==> config.mk <==
export PLATFORM = sky130hd
export DESIGN_NAME = ps2_device_command_retry_sequencer_unit_flat
export DESIGN_NICKNAME = d
export VERILOG_FILES = /design/src/rtl/ps2dcrs_pkg.sv /design/src/rtl/ps2dcrs_if.sv /design/src/rtl/ps2_device_command_retry_sequencer_unit.sv /design/src/flat_wrapper.sv
export SDC_FILE = /design/constraint.sdc
export NUM_CORES = 1
export LEC_CHECK = 0
export BUFFER_PORTS_ARGS = -buffer_cell sky130_fd_sc_hd__buf_2
export CORE_MARGIN = 2
export CORE_UTILIZATION = 65
export DETAILED_ROUTE_END_ITERATION = 10
export PLACE_DENSITY = 0.93
export RECOVER_POWER = 50
export REMOVE_ABC_BUFFERS = 1
export SLEW_MARGIN = 20
export SYNTH_ARGS = -nofsm -noshare
export SYNTH_HDL_FRONTEND = slang
export SYNTH_SLANG_ARGS = --single-unit
==> constraint.sdc <==
create_clock -name clk_i -period 15 [get_ports clk_i]
set_clock_uncertainty 0.2 [all_clocks]
set_input_delay 3 -clock clk_i [delete_from_list [all_inputs] [get_ports clk_i]]
set_output_delay 3 -clock clk_i [all_outputs]
set_load 0.01 [all_outputs]
==> src/rtl/ps2dcrs_pkg.sv <==
// Package: types, codes and constants of the PS/2 device command sequencer.
package ps2dcrs_pkg;

  localparam int unsigned TIMEOUT_WIDTH = 16;
  localparam int unsigned CFG_W         = 16;
  localparam int unsigned RETRY_W       = 4;
  localparam int unsigned CFG_IDX_W     = 2;
  localparam int unsigned QUEUE_DEPTH   = 4;
  localparam int unsigned QUEUE_PTR_W   = $clog2(QUEUE_DEPTH);
  localparam int unsigned QUEUE_CNT_W   = QUEUE_PTR_W + 1;

  localparam logic [CFG_W-1:0]   SHORT_TIMEOUT_RST = CFG_W'(99);
  localparam logic [CFG_W-1:0]   LONG_TIMEOUT_RST  = CFG_W'(990);
  localparam logic [RETRY_W-1:0] MAX_RETRIES_RST   = RETRY_W'(10);

  localparam logic [7:0] BYTE_AUX_PREFIX = 8'hD4;
  localparam logic [7:0] BYTE_DISABLE    = 8'hF5;
  localparam logic [7:0] BYTE_ENABLE     = 8'hF4;
  localparam logic [7:0] BYTE_RESET      = 8'hFF;
  localparam logic [7:0] BYTE_BAT_PASS   = 8'hAA;
  localparam logic [7:0] BYTE_BAT_FAIL   = 8'hFC;
  localparam logic [7:0] BYTE_RESEND     = 8'hFE;
  localparam logic [7:0] BYTE_ACK        = 8'hFA;
  localparam logic [7:0] BYTE_ZERO       = 8'h00;

  localparam logic [1:0] PORT_AUX = 2'd2;

  typedef enum logic [CFG_IDX_W-1:0] {
    REG_SHORT_TIMEOUT = 2'd0,
    REG_LONG_TIMEOUT  = 2'd1,
    REG_MAX_RETRIES   = 2'd2
  } reg_idx_e;

  typedef enum logic [1:0] {
    REQ_START = 2'd0,
    REQ_BYTE  = 2'd1,
    REQ_TICK  = 2'd2
  } req_e;

  typedef enum logic [1:0] {
    OP_DISABLE  = 2'd0,
    OP_ENABLE   = 2'd1,
    OP_SELFTEST = 2'd2
  } op_e;

  typedef enum logic [1:0] {
    ACT_CMD  = 2'd0,
    ACT_DATA = 2'd1,
    ACT_DONE = 2'd2
  } act_e;

  typedef enum logic [2:0] {
    PH_IDLE    = 3'd0,
    PH_DISABLE = 3'd1,
    PH_ENABLE  = 3'd2,
    PH_RESET   = 3'd3,
    PH_RESULT  = 3'd4,
    PH_DRAIN   = 3'd5
  } phase_e;

  typedef struct packed {
    logic [1:0] action;
    logic [7:0] byte_value;
    logic       passed;
    logic       last_of_run;
  } result_t;

  typedef struct packed {
    logic       start;
    logic       rx;
    logic       tick;
    logic       retry;
    logic       wait_over;
    logic       fail;
    logic       enter;
    phase_e     next_phase;
    logic       send;
    logic [7:0] send_byte;
    logic       finish;
    logic       finish_ok;
  } event_t;

endpackage

==> src/rtl/ps2dcrs_if.sv <==
// Interfaces: request and result channels of the PS/2 device command sequencer.
interface ps2dcrs_req_if;
  logic       valid;
  logic       ready;
  logic [1:0] req_type;
  logic [1:0] operation;
  logic [1:0] target_port;
  logic [7:0] rx_byte;

  modport source (output valid, output req_type, output operation, output target_port,
                  output rx_byte, input ready);
  modport sink (input valid, input req_type, input operation, input target_port,
                input rx_byte, output ready);
endinterface

interface ps2dcrs_rsp_if;
  logic       valid;
  logic       ready;
  logic [1:0] action;
  logic [7:0] byte_value;
  logic       passed;
  logic       last_of_run;

  modport source (output valid, output action, output byte_value, output passed,
                  output last_of_run, input ready);
  modport sink (input valid, input action, input byte_value, input passed,
                input last_of_run, output ready);
endinterface

==> src/rtl/ps2_device_command_retry_sequencer_unit.sv <==
// Top level: PS/2 device command sequencer with resend retries and result queue.
// One request item (start, received byte or tick) is taken per clock while the
// four-entry result queue has room for two more results; each item updates the
// phase state in the same cycle and pushes zero, one or two results. Results
// leave the queue one per cycle, so the sustained rate is one item per cycle
// whenever the sink takes results as fast as they are produced; any command byte
// for an auxiliary-port device (start, resend, or the reset that follows the
// self-test disable phase) yields two results, the prefix and then the command byte.
module ps2_device_command_retry_sequencer_unit
  import ps2dcrs_pkg::*;
(
  input  logic                 clk_i,
  input  logic                 rst_ni,
  ps2dcrs_req_if.sink          req_i,
  ps2dcrs_rsp_if.source        rsp_o,
  input  logic                 cfg_we_i,
  input  logic [CFG_IDX_W-1:0] cfg_idx_i,
  input  logic [CFG_W-1:0]     cfg_data_i
);

  logic [CFG_W-1:0]         short_to_q;
  logic [CFG_W-1:0]         long_to_q;
  logic [RETRY_W-1:0]       max_retries_q;

  phase_e                   phase_q, phase_d;
  logic [1:0]               op_q, op_d;
  logic                     port_q, port_d;
  logic [RETRY_W-1:0]       retry_q, retry_d;
  logic [TIMEOUT_WIDTH-1:0] quiet_q, quiet_d;

  result_t                  queue_q [QUEUE_DEPTH];
  logic [QUEUE_PTR_W-1:0]   wr_ptr_q, rd_ptr_q;
  logic [QUEUE_CNT_W-1:0]   count_q;

  event_t                   ev;
  logic                     accept;
  logic                     pop;
  logic [TIMEOUT_WIDTH-1:0] quiet_inc;
  logic [TIMEOUT_WIDTH-1:0] limit;
  logic                     give_up;
  logic [7:0]               cur_cmd;
  logic                     send_aux;
  logic [1:0]               n_res;
  result_t                  res0, res1;

  assign req_i.ready = (count_q < QUEUE_CNT_W'(QUEUE_DEPTH - 1));
  assign accept      = req_i.valid && req_i.ready;
  assign pop         = rsp_o.valid && rsp_o.ready;

  // configuration registers
  always_ff @(posedge clk_i or negedge rst_ni) begin
    if (!rst_ni) begin
      short_to_q    <= SHORT_TIMEOUT_RST;
      long_to_q     <= LONG_TIMEOUT_RST;
      max_retries_q <= MAX_RETRIES_RST;
    end else if (cfg_we_i) begin
      case (cfg_idx_i)
        REG_SHORT_TIMEOUT: short_to_q    <= cfg_data_i;
        REG_LONG_TIMEOUT:  long_to_q     <= cfg_data_i;
        REG_MAX_RETRIES:   max_retries_q <= cfg_data_i[RETRY_W-1:0];
        default: ;
      endcase
    end
  end

  assign quiet_inc = (quiet_q == '1) ? quiet_q : quiet_q + TIMEOUT_WIDTH'(1);
  assign limit     = (phase_q == PH_RESULT) ? long_to_q : short_to_q;
  assign give_up   = ({1'b0, retry_q} + (RETRY_W+1)'(1)) >= {1'b0, max_retries_q};

  always_comb begin
    case (phase_q)
      PH_DISABLE: cur_cmd = BYTE_DISABLE;
      PH_ENABLE:  cur_cmd = BYTE_ENABLE;
      default:    cur_cmd = BYTE_RESET;
    endcase
  end

  // event decode
  always_comb begin
    ev = '0;
    ev.next_phase = PH_IDLE;
    if (accept) begin
      case (req_i.req_type)
        REQ_START: begin
          if (phase_q == PH_IDLE &&
              req_i.operation inside {OP_DISABLE, OP_ENABLE, OP_SELFTEST}) begin
            ev.start      = 1'b1;
            ev.enter      = 1'b1;
            ev.send       = 1'b1;
            ev.next_phase = (req_i.operation == OP_ENABLE) ? PH_ENABLE : PH_DISABLE;
            ev.send_byte  = (req_i.operation == OP_ENABLE) ? BYTE_ENABLE : BYTE_DISABLE;
          end
        end
        REQ_BYTE: begin
          if (phase_q != PH_IDLE) begin
            ev.rx = 1'b1;
            if (req_i.rx_byte == BYTE_ZERO) begin
              ev.wait_over = 1'b1;
            end else if (phase_q inside {PH_DISABLE, PH_ENABLE, PH_RESET}) begin
              if (req_i.rx_byte == BYTE_RESEND) begin
                if (give_up) begin
                  ev.wait_over = 1'b1;
                end else begin
                  ev.retry     = 1'b1;
                  ev.send      = 1'b1;
                  ev.send_byte = cur_cmd;
                end
              end else if (req_i.rx_byte == BYTE_ACK && phase_q != PH_DISABLE) begin
                ev.wait_over = 1'b1;
              end
            end else if (phase_q == PH_RESULT) begin
              if (req_i.rx_byte == BYTE_BAT_PASS) begin
                ev.wait_over = 1'b1;
              end else if (req_i.rx_byte == BYTE_BAT_FAIL) begin
                ev.wait_over = 1'b1;
                ev.fail      = 1'b1;
              end
            end
          end
        end
        REQ_TICK: begin
          if (phase_q != PH_IDLE) begin
            ev.tick      = 1'b1;
            ev.wait_over = (quiet_inc >= limit);
          end
        end
        default: ;
      endcase
    end

    if (ev.wait_over) begin
      ev.enter = 1'b1;
      case (phase_q)
        PH_DISABLE: begin
          if (op_q == OP_SELFTEST) begin
            ev.next_phase = PH_RESET;
            ev.send       = 1'b1;
            ev.send_byte  = BYTE_RESET;
          end else begin
            ev.finish    = 1'b1;
            ev.finish_ok = 1'b1;
          end
        end
        PH_RESET: ev.next_phase = PH_RESULT;
        PH_RESULT: begin
          if (ev.fail) begin
            ev.finish = 1'b1;
          end else begin
            ev.next_phase = PH_DRAIN;
          end
        end
        default: begin
          ev.finish    = 1'b1;
          ev.finish_ok = 1'b1;
        end
      endcase
    end
  end

  // next state
  always_comb begin
    phase_d = phase_q;
    op_d    = op_q;
    port_d  = port_q;
    retry_d = retry_q;
    quiet_d = quiet_q;
    if (ev.start) begin
      op_d   = req_i.operation;
      port_d = (req_i.target_port == PORT_AUX);
    end
    if (ev.rx) quiet_d = '0;
    if (ev.tick) quiet_d = quiet_inc;
    if (ev.retry) retry_d = retry_q + RETRY_W'(1);
    if (ev.enter) begin
      phase_d = ev.next_phase;
      quiet_d = '0;
      retry_d = '0;
    end
  end

  always_ff @(posedge clk_i or negedge rst_ni) begin
    if (!rst_ni) begin
      phase_q <= PH_IDLE;
      op_q    <= '0;
      port_q  <= 1'b0;
      retry_q <= '0;
      quiet_q <= '0;
    end else begin
      phase_q <= phase_d;
      op_q    <= op_d;
      port_q  <= port_d;
      retry_q <= retry_d;
      quiet_q <= quiet_d;
    end
  end

  // results of the accepted item
  assign send_aux = ev.start ? (req_i.target_port == PORT_AUX) : port_q;

  always_comb begin
    n_res = 2'd0;
    res0  = '0;
    res1  = '0;
    if (ev.send) begin
      if (send_aux) begin
        res0.action      = ACT_CMD;
        res0.byte_value  = BYTE_AUX_PREFIX;
        res1.action      = ACT_DATA;
        res1.byte_value  = ev.send_byte;
        res1.last_of_run = 1'b1;
        n_res            = 2'd2;
      end else begin
        res0.action      = ACT_DATA;
        res0.byte_value  = ev.send_byte;
        res0.last_of_run = 1'b1;
        n_res            = 2'd1;
      end
    end else if (ev.finish) begin
      res0.action      = ACT_DONE;
      res0.passed      = ev.finish_ok;
      res0.last_of_run = 1'b1;
      n_res            = 2'd1;
    end
  end

  // result queue
  always_ff @(posedge clk_i) begin
    if (n_res != 2'd0) queue_q[wr_ptr_q] <= res0;
    if (n_res == 2'd2) queue_q[wr_ptr_q + QUEUE_PTR_W'(1)] <= res1;
  end

  always_ff @(posedge clk_i or negedge rst_ni) begin
    if (!rst_ni) begin
      wr_ptr_q <= '0;
      rd_ptr_q <= '0;
      count_q  <= '0;
    end else begin
      wr_ptr_q <= wr_ptr_q + QUEUE_PTR_W'(n_res);
      if (pop) rd_ptr_q <= rd_ptr_q + QUEUE_PTR_W'(1);
      count_q  <= count_q + QUEUE_CNT_W'(n_res) - QUEUE_CNT_W'(pop);
    end
  end

  assign rsp_o.valid       = (count_q != '0);
  assign rsp_o.action      = queue_q[rd_ptr_q].action;
  assign rsp_o.byte_value  = queue_q[rd_ptr_q].byte_value;
  assign rsp_o.passed      = queue_q[rd_ptr_q].passed;
  assign rsp_o.last_of_run = queue_q[rd_ptr_q].last_of_run;

endmodule

==> src/flat_wrapper.sv <==
// flat-port wrapper written by rule: the top's interface ports become plain ports
module ps2_device_command_retry_sequencer_unit_flat import ps2dcrs_pkg::*;
  (clk_i, rst_ni, cfg_we_i, cfg_idx_i, cfg_data_i, req_i_valid, req_i_req_type, req_i_operation, req_i_target_port, req_i_rx_byte, req_i_ready, rsp_o_valid, rsp_o_action, rsp_o_byte_value, rsp_o_passed, rsp_o_last_of_run, rsp_o_ready);
  ps2dcrs_req_if req_i_i ();
  ps2dcrs_rsp_if rsp_o_i ();
  input  logic clk_i;
  input  logic rst_ni;
  input  logic cfg_we_i;
  input  logic [CFG_IDX_W-1:0] cfg_idx_i;
  input  logic [CFG_W-1:0] cfg_data_i;
  input wire logic [$bits(req_i_i.valid)-1:0] req_i_valid;
  input wire logic [$bits(req_i_i.req_type)-1:0] req_i_req_type;
  input wire logic [$bits(req_i_i.operation)-1:0] req_i_operation;
  input wire logic [$bits(req_i_i.target_port)-1:0] req_i_target_port;
  input wire logic [$bits(req_i_i.rx_byte)-1:0] req_i_rx_byte;
  output wire logic [$bits(req_i_i.ready)-1:0] req_i_ready;
  output wire logic [$bits(rsp_o_i.valid)-1:0] rsp_o_valid;
  output wire logic [$bits(rsp_o_i.action)-1:0] rsp_o_action;
  output wire logic [$bits(rsp_o_i.byte_value)-1:0] rsp_o_byte_value;
  output wire logic [$bits(rsp_o_i.passed)-1:0] rsp_o_passed;
  output wire logic [$bits(rsp_o_i.last_of_run)-1:0] rsp_o_last_of_run;
  input wire logic [$bits(rsp_o_i.ready)-1:0] rsp_o_ready;
  assign req_i_i.valid = req_i_valid;
  assign req_i_i.req_type = req_i_req_type;
  assign req_i_i.operation = req_i_operation;
  assign req_i_i.target_port = req_i_target_port;
  assign req_i_i.rx_byte = req_i_rx_byte;
  assign req_i_ready = req_i_i.ready;
  assign rsp_o_valid = rsp_o_i.valid;
  assign rsp_o_action = rsp_o_i.action;
  assign rsp_o_byte_value = rsp_o_i.byte_value;
  assign rsp_o_passed = rsp_o_i.passed;
  assign rsp_o_last_of_run = rsp_o_i.last_of_run;
  assign rsp_o_i.ready = rsp_o_ready;
  ps2_device_command_retry_sequencer_unit u_core (.clk_i(clk_i), .rst_ni(rst_ni), .req_i(req_i_i), .rsp_o(rsp_o_i), .cfg_we_i(cfg_we_i), .cfg_idx_i(cfg_idx_i), .cfg_data_i(cfg_data_i));
endmodule
# Word-level counts from Yosys, hierarchy flattened
# Memories as Yosys holds them, arrays and structs flattened.
# Cells that the tools add are included.
totals:
  n_memories: 1
  word_cells: 135
  output_inout_bits: 14
  regBits: 69
  ramBits: 48
  inputBits: 37
op_classes:
  eq_ne: 19
  n_reduce_logical: 20
  n_addsub: 8
  n_mux: 73
  magnitude_cmp: 3
memory_table:
  columns: ["name", "words", "word_bits", "read_ports", "rd_ports_with_merged_regs", "wr", "line_no", "source"]
  rows:
  - ["u_core.queue_q", 4, 12, 1, 0, 2, "ps2_device_command_retry_sequencer_unit.sv:31", "result_t queue_q [QUEUE_DEPTH];"]
ops:
  columns: ["op", "count"]
  rows:
  - ["$mux 16", 5]
  - ["$mux 9", 8]
  - ["$mux 1", 34]
  - ["$eq 8x8->1 const B", 4]
  - ["$mux 19", 1]
  - ["$mux 2", 9]
  - ["$pmux 9 s2", 1]
  - ["$add 16x1->16 const B", 1]
  - ["$eq 16x16->1 const B", 1]
  - ["$ge 16x16->1", 1]
  - ["$mux 15", 1]
  - ["$reduce_bool 3->1", 5]
  - ["$mux 13", 1]
  - ["$eq 2x2->1 const B", 6]
  - ["$mux 12", 1]
  - ["$mux 4", 3]
  - ["$mux 10", 1]
  - ["$pmux 3 s3", 1]
  - ["$logic_not 8->1", 1]
  - ["$mux 8", 1]
  - ["$pmux 4 s2", 1]
  - ["$eq 2x1->1 const B", 3]
  - ["$eq 3x2->1 const B", 2]
  - ["$logic_not 2->1", 3]
  - ["19 further kinds", 28]

# Longest topological paths before layout
# Gate-level depths: netlist of the first run.
depth:
  ltp_word: 17
  depth_mapped: 22
  depth_no_buf: 21

# Worst setup path after synthesis of the first run
# Ideal clock, no wire load.
synth_timing:
  path_kind: "input -> register"
  start: "input port req_i_rx_byte[0]"
  end: "register u_core.count_q[2]"
  t_required_ns: 14.677
  slack_ns: 9.122
  setup_time_ns: 0.123
  arrival_time_ns: 5.556
  n_path_buf: 0
  path_stages: 11
  path_cell_list: "and4b_1 -> nand3_1 -> or4_1 -> a31oi_4 -> o21ai_2 -> a21oi_4 -> inv_1 -> ha_1 -> fa_1 -> xor2_1 -> xnor2_1"
synth_between:
  elab_chain_len: 16
  word_cells_on_any_way: 34
  classes_between: "add/sub (2); eq/ne (4); mux (26); reduce/logical (2)"
synth_rtl:
  columns: ["element", "line_no", "source"]
  rows:
  - ["start: declaration", "flat_wrapper.sv:15", "input wire logic [$bits(req_i_i.rx_byte)-1:0] req_i_rx_byte;"]
  - ["$eq 8x8->1", "ps2_device_command_retry_sequencer_unit.sv:114", "end else if (req_i.rx_byte == BYTE_BAT_FAIL) begin"]
  - ["$mux 2", "ps2_device_command_retry_sequencer_unit.sv:114", null]
  - ["$mux 1", "ps2_device_command_retry_sequencer_unit.sv:112", "if (req_i.rx_byte == BYTE_BAT_PASS) begin"]
  - ["$mux 2", "ps2_device_command_retry_sequencer_unit.sv:111", "end else if (phase_q == PH_RESULT) begin"]
  - ["$mux 1", "ps2_device_command_retry_sequencer_unit.sv:99", "end else if (phase_q inside {PH_DISABLE, PH_ENABLE, PH_RESET}) begin"]
  - ["$mux 1", "ps2_device_command_retry_sequencer_unit.sv:97", "if (req_i.rx_byte == BYTE_ZERO) begin"]
  - ["$mux 3", "ps2_device_command_retry_sequencer_unit.sv:95", "if (phase_q != PH_IDLE) begin"]
  - ["$mux 1", "ps2_device_command_retry_sequencer_unit.sv:83", "case (req_i.req_type)"]
  - ["$mux 19 (*)", "ps2_device_command_retry_sequencer_unit.sv:82", "if (accept) begin"]
  - ["$mux 1", "ps2_device_command_retry_sequencer_unit.sv:146", "if (ev.fail) begin"]
  - ["$pmux 1 s3", "ps2_device_command_retry_sequencer_unit.sv:133", "case (phase_q)"]
  - ["$mux 15 (*)", "ps2_device_command_retry_sequencer_unit.sv:131", "if (ev.wait_over) begin"]
  - ["$mux 1", "ps2_device_command_retry_sequencer_unit.sv:218", "end else if (ev.finish) begin"]
  - ["$mux 2 (*)", "ps2_device_command_retry_sequencer_unit.sv:204", "if (ev.send) begin"]
  - ["$add 3x2->3 (*)", "ps2_device_command_retry_sequencer_unit.sv:240", "count_q <= count_q + QUEUE_CNT_W'(n_res) - QUEUE_CNT_W'(pop);"]
  - ["$sub 3x1->3 (*)", "ps2_device_command_retry_sequencer_unit.sv:240", null]
  - ["end signal: assignment", "ps2_device_command_retry_sequencer_unit.sv:240", null]
  - ["end: declaration", "ps2_device_command_retry_sequencer_unit.sv:33", "logic [QUEUE_CNT_W-1:0] count_q;"]
# Mark *: on every way between the ends. The rest lies on a longest branch, timed or not.
# A chain may end at the register's enable or synchronous reset.

# Worst setup path after layout of the first run
layout_timing:
  start: "input port req_i_req_type[1]"
  end: "register u_core.count_q[2]"
layout_between:
  elab_chain_len: 10
  word_cells_on_any_way: 19
  classes_between: "add/sub (2); eq/ne (2); mux (14); reduce/logical (1)"
layout_rtl:
  columns: ["element", "line_no", "source"]
  rows:
  - ["start: declaration", "flat_wrapper.sv:12", "input wire logic [$bits(req_i_i.req_type)-1:0] req_i_req_type;"]
  - ["$eq 2x1->1", "ps2_device_command_retry_sequencer_unit.sv:83", null]
  - ["$mux 1", "ps2_device_command_retry_sequencer_unit.sv:83", null]
  - ["$mux 19 (*)", "ps2_device_command_retry_sequencer_unit.sv:82", null]
  - ["$mux 1", "ps2_device_command_retry_sequencer_unit.sv:146", null]
  - ["$pmux 1 s3", "ps2_device_command_retry_sequencer_unit.sv:133", null]
  - ["$mux 15", "ps2_device_command_retry_sequencer_unit.sv:131", null]
  - ["$mux 1", "ps2_device_command_retry_sequencer_unit.sv:218", null]
  - ["$mux 2 (*)", "ps2_device_command_retry_sequencer_unit.sv:204", null]
  - ["$add 3x2->3 (*)", "ps2_device_command_retry_sequencer_unit.sv:240", null]
  - ["$sub 3x1->3 (*)", "ps2_device_command_retry_sequencer_unit.sv:240", null]
# Marks and branches as above.

==> implementation parameters, run 1 <==
Parameter                              Value

Timing
  Summed negative setup slack over all endpoints ... 0 ps
  Peak clock frequency supported by timing ... 158.0 MHz
  Minimum clock period ... 6330 ps
  Slew at the pin with the worst max-slew slack ... 3681 ps
  Worst hold-check slack ... 267.1 ps
  Final worst-path setup slack ... 8670 ps
  Hold violation count in the final report ... 0
  Part of the cycle the worst path needs ... 42.20%
  Unrepaired setup endpoints after global routing ... false
  Max-slew violation total from the final report ... 70
  Slew Limit Headroom ... -145.4%
  Setup Viol. Count Final ... 0

Synth
  Cell accounting for the most synthesized area ... dfrtp_1
  Flops & latches, synth ... 97
  Dominant cell by count in the synthesized netlist ... dfrtp_1
  Post-synth top cells ... dfrtp_1 (55), a21oi_1 (44), nand2_1 (42)
  Number of instances in the synthesized netlist ... 562
  Register area share after synthesis ... 42.99%
  Syn. warnings ... 0
  Count of different cell masters after synthesis ... 75
  Share of the synthesized area in the top cell type ... 23.62%
  Total standard cell area after synthesis ... 5827 sq um
  Cell types occupying the most area after synthesis ... dfrtp_1 (24%), edfxtp_1 (10%), mux2_2 (7.0%)
  Share of async-settable or async-resettable flops after synthesis ... 71.13%
  Average cell area after synthesis ... 10.37 sq um
  Prevailing post-synth register cell ... dfrtp_1
  EDFF count, synth ... 20

Floorplan
  Boundary pin count ... 51
  Rows ... 34
  Core area ... 8721 sq um
  Starting Density ... 66.81%
  Full die area ... 9738 sq um
  Die width ... 98.68 um
  Chip Height ... 98.68 um

Placed design
  HPWL after detailed placement ... 9910 um
  Pre-CTS worst setup slack ... 8336 ps
  Count of input and output buffers ... 50
  Weighted congestion at the end of routability-driven global placement ... 0.9993
  Count of placed standard cells including taps ... 694

Clock network
  Max Buffers Root-to-Sink ... 2
  Clock tree from TritonCTS ... built
  Clock sink count ... 97
  Post-CTS Setup Repair Bufs ... 0
  Clock root cell ... clkbuf_8
  Post-cts sizing count ... 0
  Max H-tree Level ... 3
  Number of buffers inserted during clock tree synthesis ... 9
  Cts-stage hold buffer count ... 0
  Clock-pin slew of the registers on the worst-case setup and hold paths ... 100 ps
  Insertion delay of the later-clocked pin in the worst-skew pair ... 370 ps

Route
  Detail-routed net length per standard cell ... 19.10 um
  Total number of vias ... 4649
  Iteration-0 DRC count of the detailed router ... 363
  Final Routed Wirelength ... 13560 um
  Met1 routed wirelength after detailed routing ... 5434 um
  WL met3 ... 943 um
  Via-per-instance ratio ... 6.548
  Met2 wire length ... 6774 um
  Antenna-violating nets left ... 0
  Number of detailed-route iterations in the first pass ... 5
  Top Metal Used ... met4
  DRC Markers ... 0

Worst setup path
  Required time reported for the critical path endpoint ... 15060 ps
  Largest fanout on the critical path ... 15
  Type of the worst setup path ... in -> reg
  Chain of cells forming the critical path ... clkbuf_1 > inv_1 > ha_1 > nand4_1 > a2111oi_2 > a21oi_1 > nor2_2 > nor3_1 > or2_4 > inv_2 > ha_1 > inv_1 > fa_1 > xor2_1 > xnor2_1
  CP peak stage delay ... 540 ps
  Launching element type of the critical path ... input pin
  Setup slack on the worst flop-to-flop path ... 9490 ps
  Worst endpoint data arrival time ... 6390 ps
  Buffering stage count on the worst path with inverters included ... 4
  Worst path top cell family by delay ... simple AND/OR/NAND/NOR gates
  Slowest CP cell ... a2111oi_2
  Kind of capture point of the worst setup path ... flop

Global route
  Via count of the first global-routing pass ... 4477
  Wire length of the first global-routing pass ... 22380 um
  Global route total overflow ... 0
  Largest net degree at the start of global routing ... 70
  Overall Global Routing Usage ... 28.94%
  Initial antenna violation count ... 0

Power and ir drop
  Leakage power of the design ... 2.605 nW
  Power share of the clock group ... 20.3%
  Worst VDD drop ... 0.08741 mV
  Power per standard cell area ... 129.7 nW/um^2
  Switching Power ... 0.0003081 W
  Gate power share ... 33.2%
  Part of the total power dissipated in sequential elements ... 46.5%
  Proportion of total power due to net switching ... 37.96%
  Cell Int Power ... 0.0005037 W

Cells and area
  Final Instance Count excl. Fillers ... 710
  Synthesis-to-layout area growth ... 7.451%
  Count of antenna diodes in the layout ... 0
  Core occupancy in the finished layout ... 71.79%
  Area taken by flip-flops and latches ... 2505 sq um
  Fill cell total of the finished layout ... 567
  Share of post-route cells with drive strength above 1 ... 24.25%
  Multi-input gate area in the final layout ... 3079 sq um
  Final nets ... 664

Status
  Status ... complete, but fails checks
  Violations in the final reports ... max-capacitance violations, max-slew violations

Min path
  Hold crit path type ... reg -> reg

Flow run
  Max-cap check violation count ... 1
-- cells in the final DEF (no fill, tap or decap), types with 9 or more instances in the layout --
master    netlist  routed
buf_2           5      48
dfstp_2        14      14
nand2_1        42      42
ha_1           29      29
mux2i_1        17      17
xnor2_1        16      16
a21oi_1        44      44
edfxtp_1       20      20
nand3_1        21      21
dfrtp_1        55      55
nor3_1         15      15
o21ai_0        20      20
inv_1          20      20
mux2_2         36      35
nor2_1         35      35
clkbuf_8        0       9
-- worst reg2reg max path, cell delays in order, from the launching register on --
cell and delay (ps):
dfrtp_1 460, ha_1 240, nand3_1 110, nor4_1 470, nand3_1 370, nand2_1 240
nor2_1 100, xnor2_1 150, ha_1 280, and4_1 190, nand2_1 80, a21oi_1 140
nand4_1 200, a31oi_1 490, o21ai_2 260, a21oi_4 290, inv_1 90, ha_1 310
fa_1 440, xor2_1 160, xnor2_1 130
-- metrics by stage --
stage          cell area, sq um   power, W
3_5_place_dp               6091  0.0006466
3_3_place_gp               6091  0.0006285
2_1_floorplan              5670  0.0005517
5_1_grt                    6261  0.0008586
4_1_cts                    6276  0.0008090
6_report                   6261  0.0008118
-- routing by layer --
metal	global-route usage (%)	vias up
met5	0	-
met4	10.54	0
met3	5.319	43
met2	48.30	236
met1	38.19	2238
li1	-	2132
-- final timing paths --
path	from	end	cells past startpoint
max	req_i_req_type[1]	u_core.count_q[2]$_DFF_PN0_	15
min	u_core.queue_q[0][11]$_SDFFE_PP0P_	u_core.queue_q[0][11]$_SDFFE_PP0P_	2
max reg2reg	u_core.quiet_q[0]$_DFFE_PN0P_	u_core.count_q[2]$_DFF_PN0_	20
min reg2reg	u_core.queue_q[0][11]$_SDFFE_PP0P_	u_core.queue_q[0][11]$_SDFFE_PP0P_	2
max in group asynchronous	rst_ni	u_core.short_to_q[3]$_DFFE_PN0P_	2
min in group asynchronous	rst_ni	u_core.long_to_q[10]$_DFFE_PN0P_	2
-- logic make-up after synthesis --
kind of cell	synth area share [%]
xor+xnor	3.307
flops	42.99
simple gates	16.88
mux	12.82
fa+ha+maj	6.571
compound gates	13.27
buf+inv	4.166
-- flip-flops by register name (all words and copies together) (netlist names) --
name and count:
u_core.retry_q 4, u_core.wr_ptr_q 2, u_core.quiet_q 16, u_core.port_q 1, u_core.queue_q 28, u_core.op_q 2
u_core.long_to_q 16, u_core.phase_q 3, u_core.short_to_q 16, u_core.rd_ptr_q 2, u_core.count_q 3, u_core.max_retries_q 4
-- area by class of cell --
type                       instances  area share (%)
inverter                          23           1.379
sequential                        97           40.01
clock buffer                      10           2.038
tap                              108           2.158
timing repair buffer              54           4.317
multi-input combinational        412           49.18
clock inverter                     6          0.9193
-- power by group through the flow --
| stage | registers (W) | logic, W | clock network [W] |
|---|---|---|---|
| 2_1_floorplan | 0.000364 | 0.000188 | 0 |
| 3_3_place_gp | 0.000376 | 0.000252 | 0 |
| 3_5_place_dp | 0.000381 | 0.000266 | 0 |
| 4_1_cts | 0.000376 | 0.000267 | 0.000165 |
| 5_1_grt | 0.000386 | 0.000297 | 0.000176 |
| 6_report | 0.000378 | 0.000270 | 0.000165 |
Power figures use the tool's default switching activity.
==> run 2: changes to the inputs <==
ABC_AREA = 1   (was unset)
CORE_UTILIZATION = 60   (was 65)
PLACE_DENSITY = 0.87   (was 0.93)
clock period = 6.3 ns   (was 15 ns; I/O delays follow)
==> run 2 against run 1 <==
- the flow still finishes with violations (max-capacitance violations, max-slew violations)
- register-to-register slack worse by 7900 ps
- clock power increased by 140%
- utilization is 4.6 points lower
- largest power group is now combinational cells
- critical path depth grew 7
- synthesized cell count increased by 22%
- die area up 6.7%
- cell area shrank 0.40%
==> implementation parameters, run 2 <==
Parameter                              Value

Status
  Status ... complete, but fails checks
  Violations in the final reports ... max-capacitance violations, max-slew violations

Synth
  Share of synthesized area spent on multiplexers ... 2.609%
  Basic-gate share of the synthesized area counting and, or, nand and nor cells ... 23.61%
  Total standard cell area after synthesis ... 5756 sq um
  EDFF count, synth ... 20
  Main combinational cell family by area after synthesis ... simple AND/OR/NAND/NOR gates
  Compound-cell area share of the yosys netlist ... 12.96%
  Share of the synthesized area in the top cell type ... 23.91%
  Cell types occupying the most area after synthesis ... dfrtp_1 (24%), edfxtp_1 (10%), nand2_1 (10%)
  Syn. warnings ... 0
  Number of instances in the synthesized netlist ... 684
  Area share of fa/ha/maj cells after synthesis ... 6.652%
  Average cell area after synthesis ... 8.415 sq um
  Post-synth top cells ... nand2_1 (158), inv_1 (86), o21ai_0 (72)
  Flops & latches, synth ... 97
  Count of different cell masters after synthesis ... 52
  Register area share after synthesis ... 43.52%
  Cell accounting for the most synthesized area ... dfrtp_1
  Share of async-settable or async-resettable flops after synthesis ... 71.13%
  Share of the synthesized netlist area taken by xor and xnor gates ... 2.739%
  Dominant cell by count in the synthesized netlist ... nand2_1
  Prevailing post-synth register cell ... dfrtp_1

Worst setup path
  Chain of cells forming the critical path ... ha_1 > inv_1 > nor3_2 > nand2_1 > nor2_1 > nand3_2 > nand4_1 > xor2_1 > ha_1 > nand4_1 > nor3_1 > nand3_1 > nand3_1 > nand2_1 > nand2_2 > nand3_4 > nand2_8 > nand2_4 > ha_1 > fa_1 > xnor2_1 > xor2_1
  Setup slack on the worst flop-to-flop path ... 1580 ps
  Required time reported for the critical path endpoint ... 6400 ps
  Origin of the critical flop-to-flop path ... u_core.quiet_q[1]$_DFFE_PN0P_
  Largest fanout on the critical path ... 9
  Kind of capture point of the worst setup path ... flop
  Launching element type of the critical path ... flop
  Endpoint of the most critical register-to-register path ... u_core.count_q[2]$_DFF_PN0_
  Most common cell type on the critical path ... ha_1
  Worst endpoint data arrival time ... 4810 ps
  Worst path top cell family by delay ... simple AND/OR/NAND/NOR gates
  Type of the worst setup path ... reg -> reg
  Reg2Reg Depth ... 22
  Slowest CP cell ... fa_1
  Buffering stage count on the worst path with inverters included ... 1
  CP peak stage delay ... 470 ps

Route
  Iteration-0 DRC count of the detailed router ... 237
  Final Routed Wirelength ... 12400 um
  DRC Markers ... 0
  Number of detailed-route iterations in the first pass ... 5
  Antenna-violating nets left ... 0
  Total number of vias ... 4801
  Detail-routed net length per standard cell ... 14.35 um
  Via-per-instance ratio ... 5.557

Floorplan
  Core area ... 9284 sq um
  Die width ... 101.9 um
  Boundary pin count ... 51
  Chip Height ... 101.9 um
  Full die area ... 10390 sq um
  Starting Density ... 61.99%
  Rows ... 35

Min path
  Hold path endpoint ... u_core.queue_q[2][11]$_SDFFE_PP0P_
  Hold crit path type ... reg -> reg
  Hold Startpoint ... u_core.queue_q[2][11]$_SDFFE_PP0P_
  Hold Path Stages ... 2

Cells and area
  Share of post-route cells with drive strength above 1 ... 17.55%
  Final nets ... 797
  Most common cell after layout, fill and taps aside ... nand2_1
  Synthesis-to-layout area growth ... 8.348%
  Flip-flop count of the largest register, all copies and words added ... 28
  Count of antenna diodes in the layout ... 0
  Top reg by flops ... u_core.queue_q
  Leading cell types in the layout, fill and taps excluded ... nand2_1 (158), inv_1 (86), o21ai_0 (73)

Timing
  Minimum clock period ... 4719 ps
  Summed negative setup slack over all endpoints ... 0 ps
  Part of the cycle the worst path needs ... 74.90%
  Hold violation count in the final report ... 0
  Max-slew violation total from the final report ... 76
  Slew Limit Headroom ... -146.4%
  Unrepaired setup endpoints after global routing ... false
  Setup Viol. Count Final ... 0
  Peak clock frequency supported by timing ... 211.9 MHz
  Slew at the pin with the worst max-slew slack ... 3697 ps

Global route
  Overall Global Routing Usage ... 25.03%
  Initial antenna violation count ... 0
  Largest net degree at the start of global routing ... 70
  Via count of the first global-routing pass ... 4609
  Wire length of the first global-routing pass ... 20730 um
  Global route total overflow ... 0

Clock network
  Post-cts sizing count ... 0
  Clock sink count ... 97
  Max H-tree Level ... 3
  Insertion delay of the later-clocked pin in the worst-skew pair ... 370 ps
  Post-CTS Setup Repair Bufs ... 0
  Clock-pin slew of the registers on the worst-case setup and hold paths ... 110 ps
  Max Buffers Root-to-Sink ... 2
  Cts-stage hold buffer count ... 0
  Clock root cell ... clkbuf_8
  Number of buffers inserted during clock tree synthesis ... 9
  Clock tree from TritonCTS ... built

Placed design
  HPWL after detailed placement ... 9104 um
  Weighted congestion at the end of routability-driven global placement ... 1.017
  Count of input and output buffers ... 50

Flow run
  Max-cap check violation count ... 2

Power and ir drop
  Overall power of the completed layout ... 0.002392 W
  Power per standard cell area ... 383.6 nW/um^2
  Worst VDD drop ... 0.2459 mV
  Leakage power of the design ... 3.037 nW
-- run 2: cell types whose count changed after synthesis, sizes merged, moves of 10 or more --
cell | previous run | this run
a21oi | 46 | 21
inv | 23 | 94
mux2 | 36 | 0
nand2 | 42 | 170
nand3 | 21 | 31
nor2 | 36 | 58
o21ai | 24 | 89
xnor2 | 16 | 2
xor2 | 6 | 16
-- run 2: per-stage QoR --
stage | hold WS, ps | utilization (%) | cells | area (sq um) | setup WS, ps
6_report | 250.1 | 67.17 | 864 | 6236 | 1581
5_1_grt | 266.2 | 67.17 | 864 | 6236 | 1024
4_1_cts | 253.7 | 67.53 | 864 | 6270 | 1650
3_5_place_dp | 239.9 | 65.54 | 848 | 6085 | 1687
3_3_place_gp | 232.7 | 65.54 | 848 | 6085 | 1996
2_1_floorplan | 218.8 | - | 668 | 5665 | 2277
-- run 2: layer usage --
metal,GRT usage [%],share of wire [%],vias up
met1,33.24,45,2264
met3,4.172,5.5,30
met4,9.333,2.2,0
met2,41.55,48,192
li1,-,-,2315
met5,0,0,-
-- run 2: worst min-delay path, delay by kind of cell, from the launching register on --
kind            cells  cell delay (ps)
buf+inv             1               50
flops               1              320
compound gates      1               50
-- run 2: kinds of logic (layout without fill, tap and decap cells) --
group                      Yosys count  count (layout)
buffers and inverters              111             162
DFF                                 97              97
AOI/OAI and AO/OA                  127             127
xor gates and xnor gates            18              18
adders and majority gates           30              30
muxes                               15              15
and+or+nand+nor                    286             286
-- run 2: power by group --
part	switching, W	total [W]	leakage, nW	internal, W
Sequential	0.000134	0.000932	1.09	0.000798
Clock	0.000237	0.000391	0.0953	0.000154
Combinational	0.000677	0.00107	1.85	0.000392
Total	0.00105	0.00239	3.04	0.00134
-- run 2: worst max-delay path by stage --
stage	slack [ps]	start	endpoint	depth (start not counted)
floorplan	2280	u_core.quiet_q[2]$_DFFE_PN0P_	u_core.count_q[2]$_DFF_PN0_	23
global placement	2000	u_core.quiet_q[2]$_DFFE_PN0P_	u_core.count_q[2]$_DFF_PN0_	23
detailed placement	1690	u_core.quiet_q[0]$_DFFE_PN0P_	u_core.count_q[2]$_DFF_PN0_	22
CTS	1650	u_core.quiet_q[1]$_DFFE_PN0P_	u_core.count_q[2]$_DFF_PN0_	22
global route	1020	rst_ni	u_core.max_retries_q[2]$_DFFE_PN0P_	2
finish	1580	u_core.quiet_q[1]$_DFFE_PN0P_	u_core.count_q[2]$_DFF_PN0_	22
-- run 2: cell type report --
class / count / area (sq um)
Clock buffer: 10 / 127.6
Clock inverter: 6 / 57.56
Fill cell: 755 / 3048
Inverter: 95 / 365.4
Multi-Input combinational cell: 476 / 2768
Sequential cell: 97 / 2505
Tap cell: 129 / 161.4
Timing Repair Buffer: 51 / 251.5
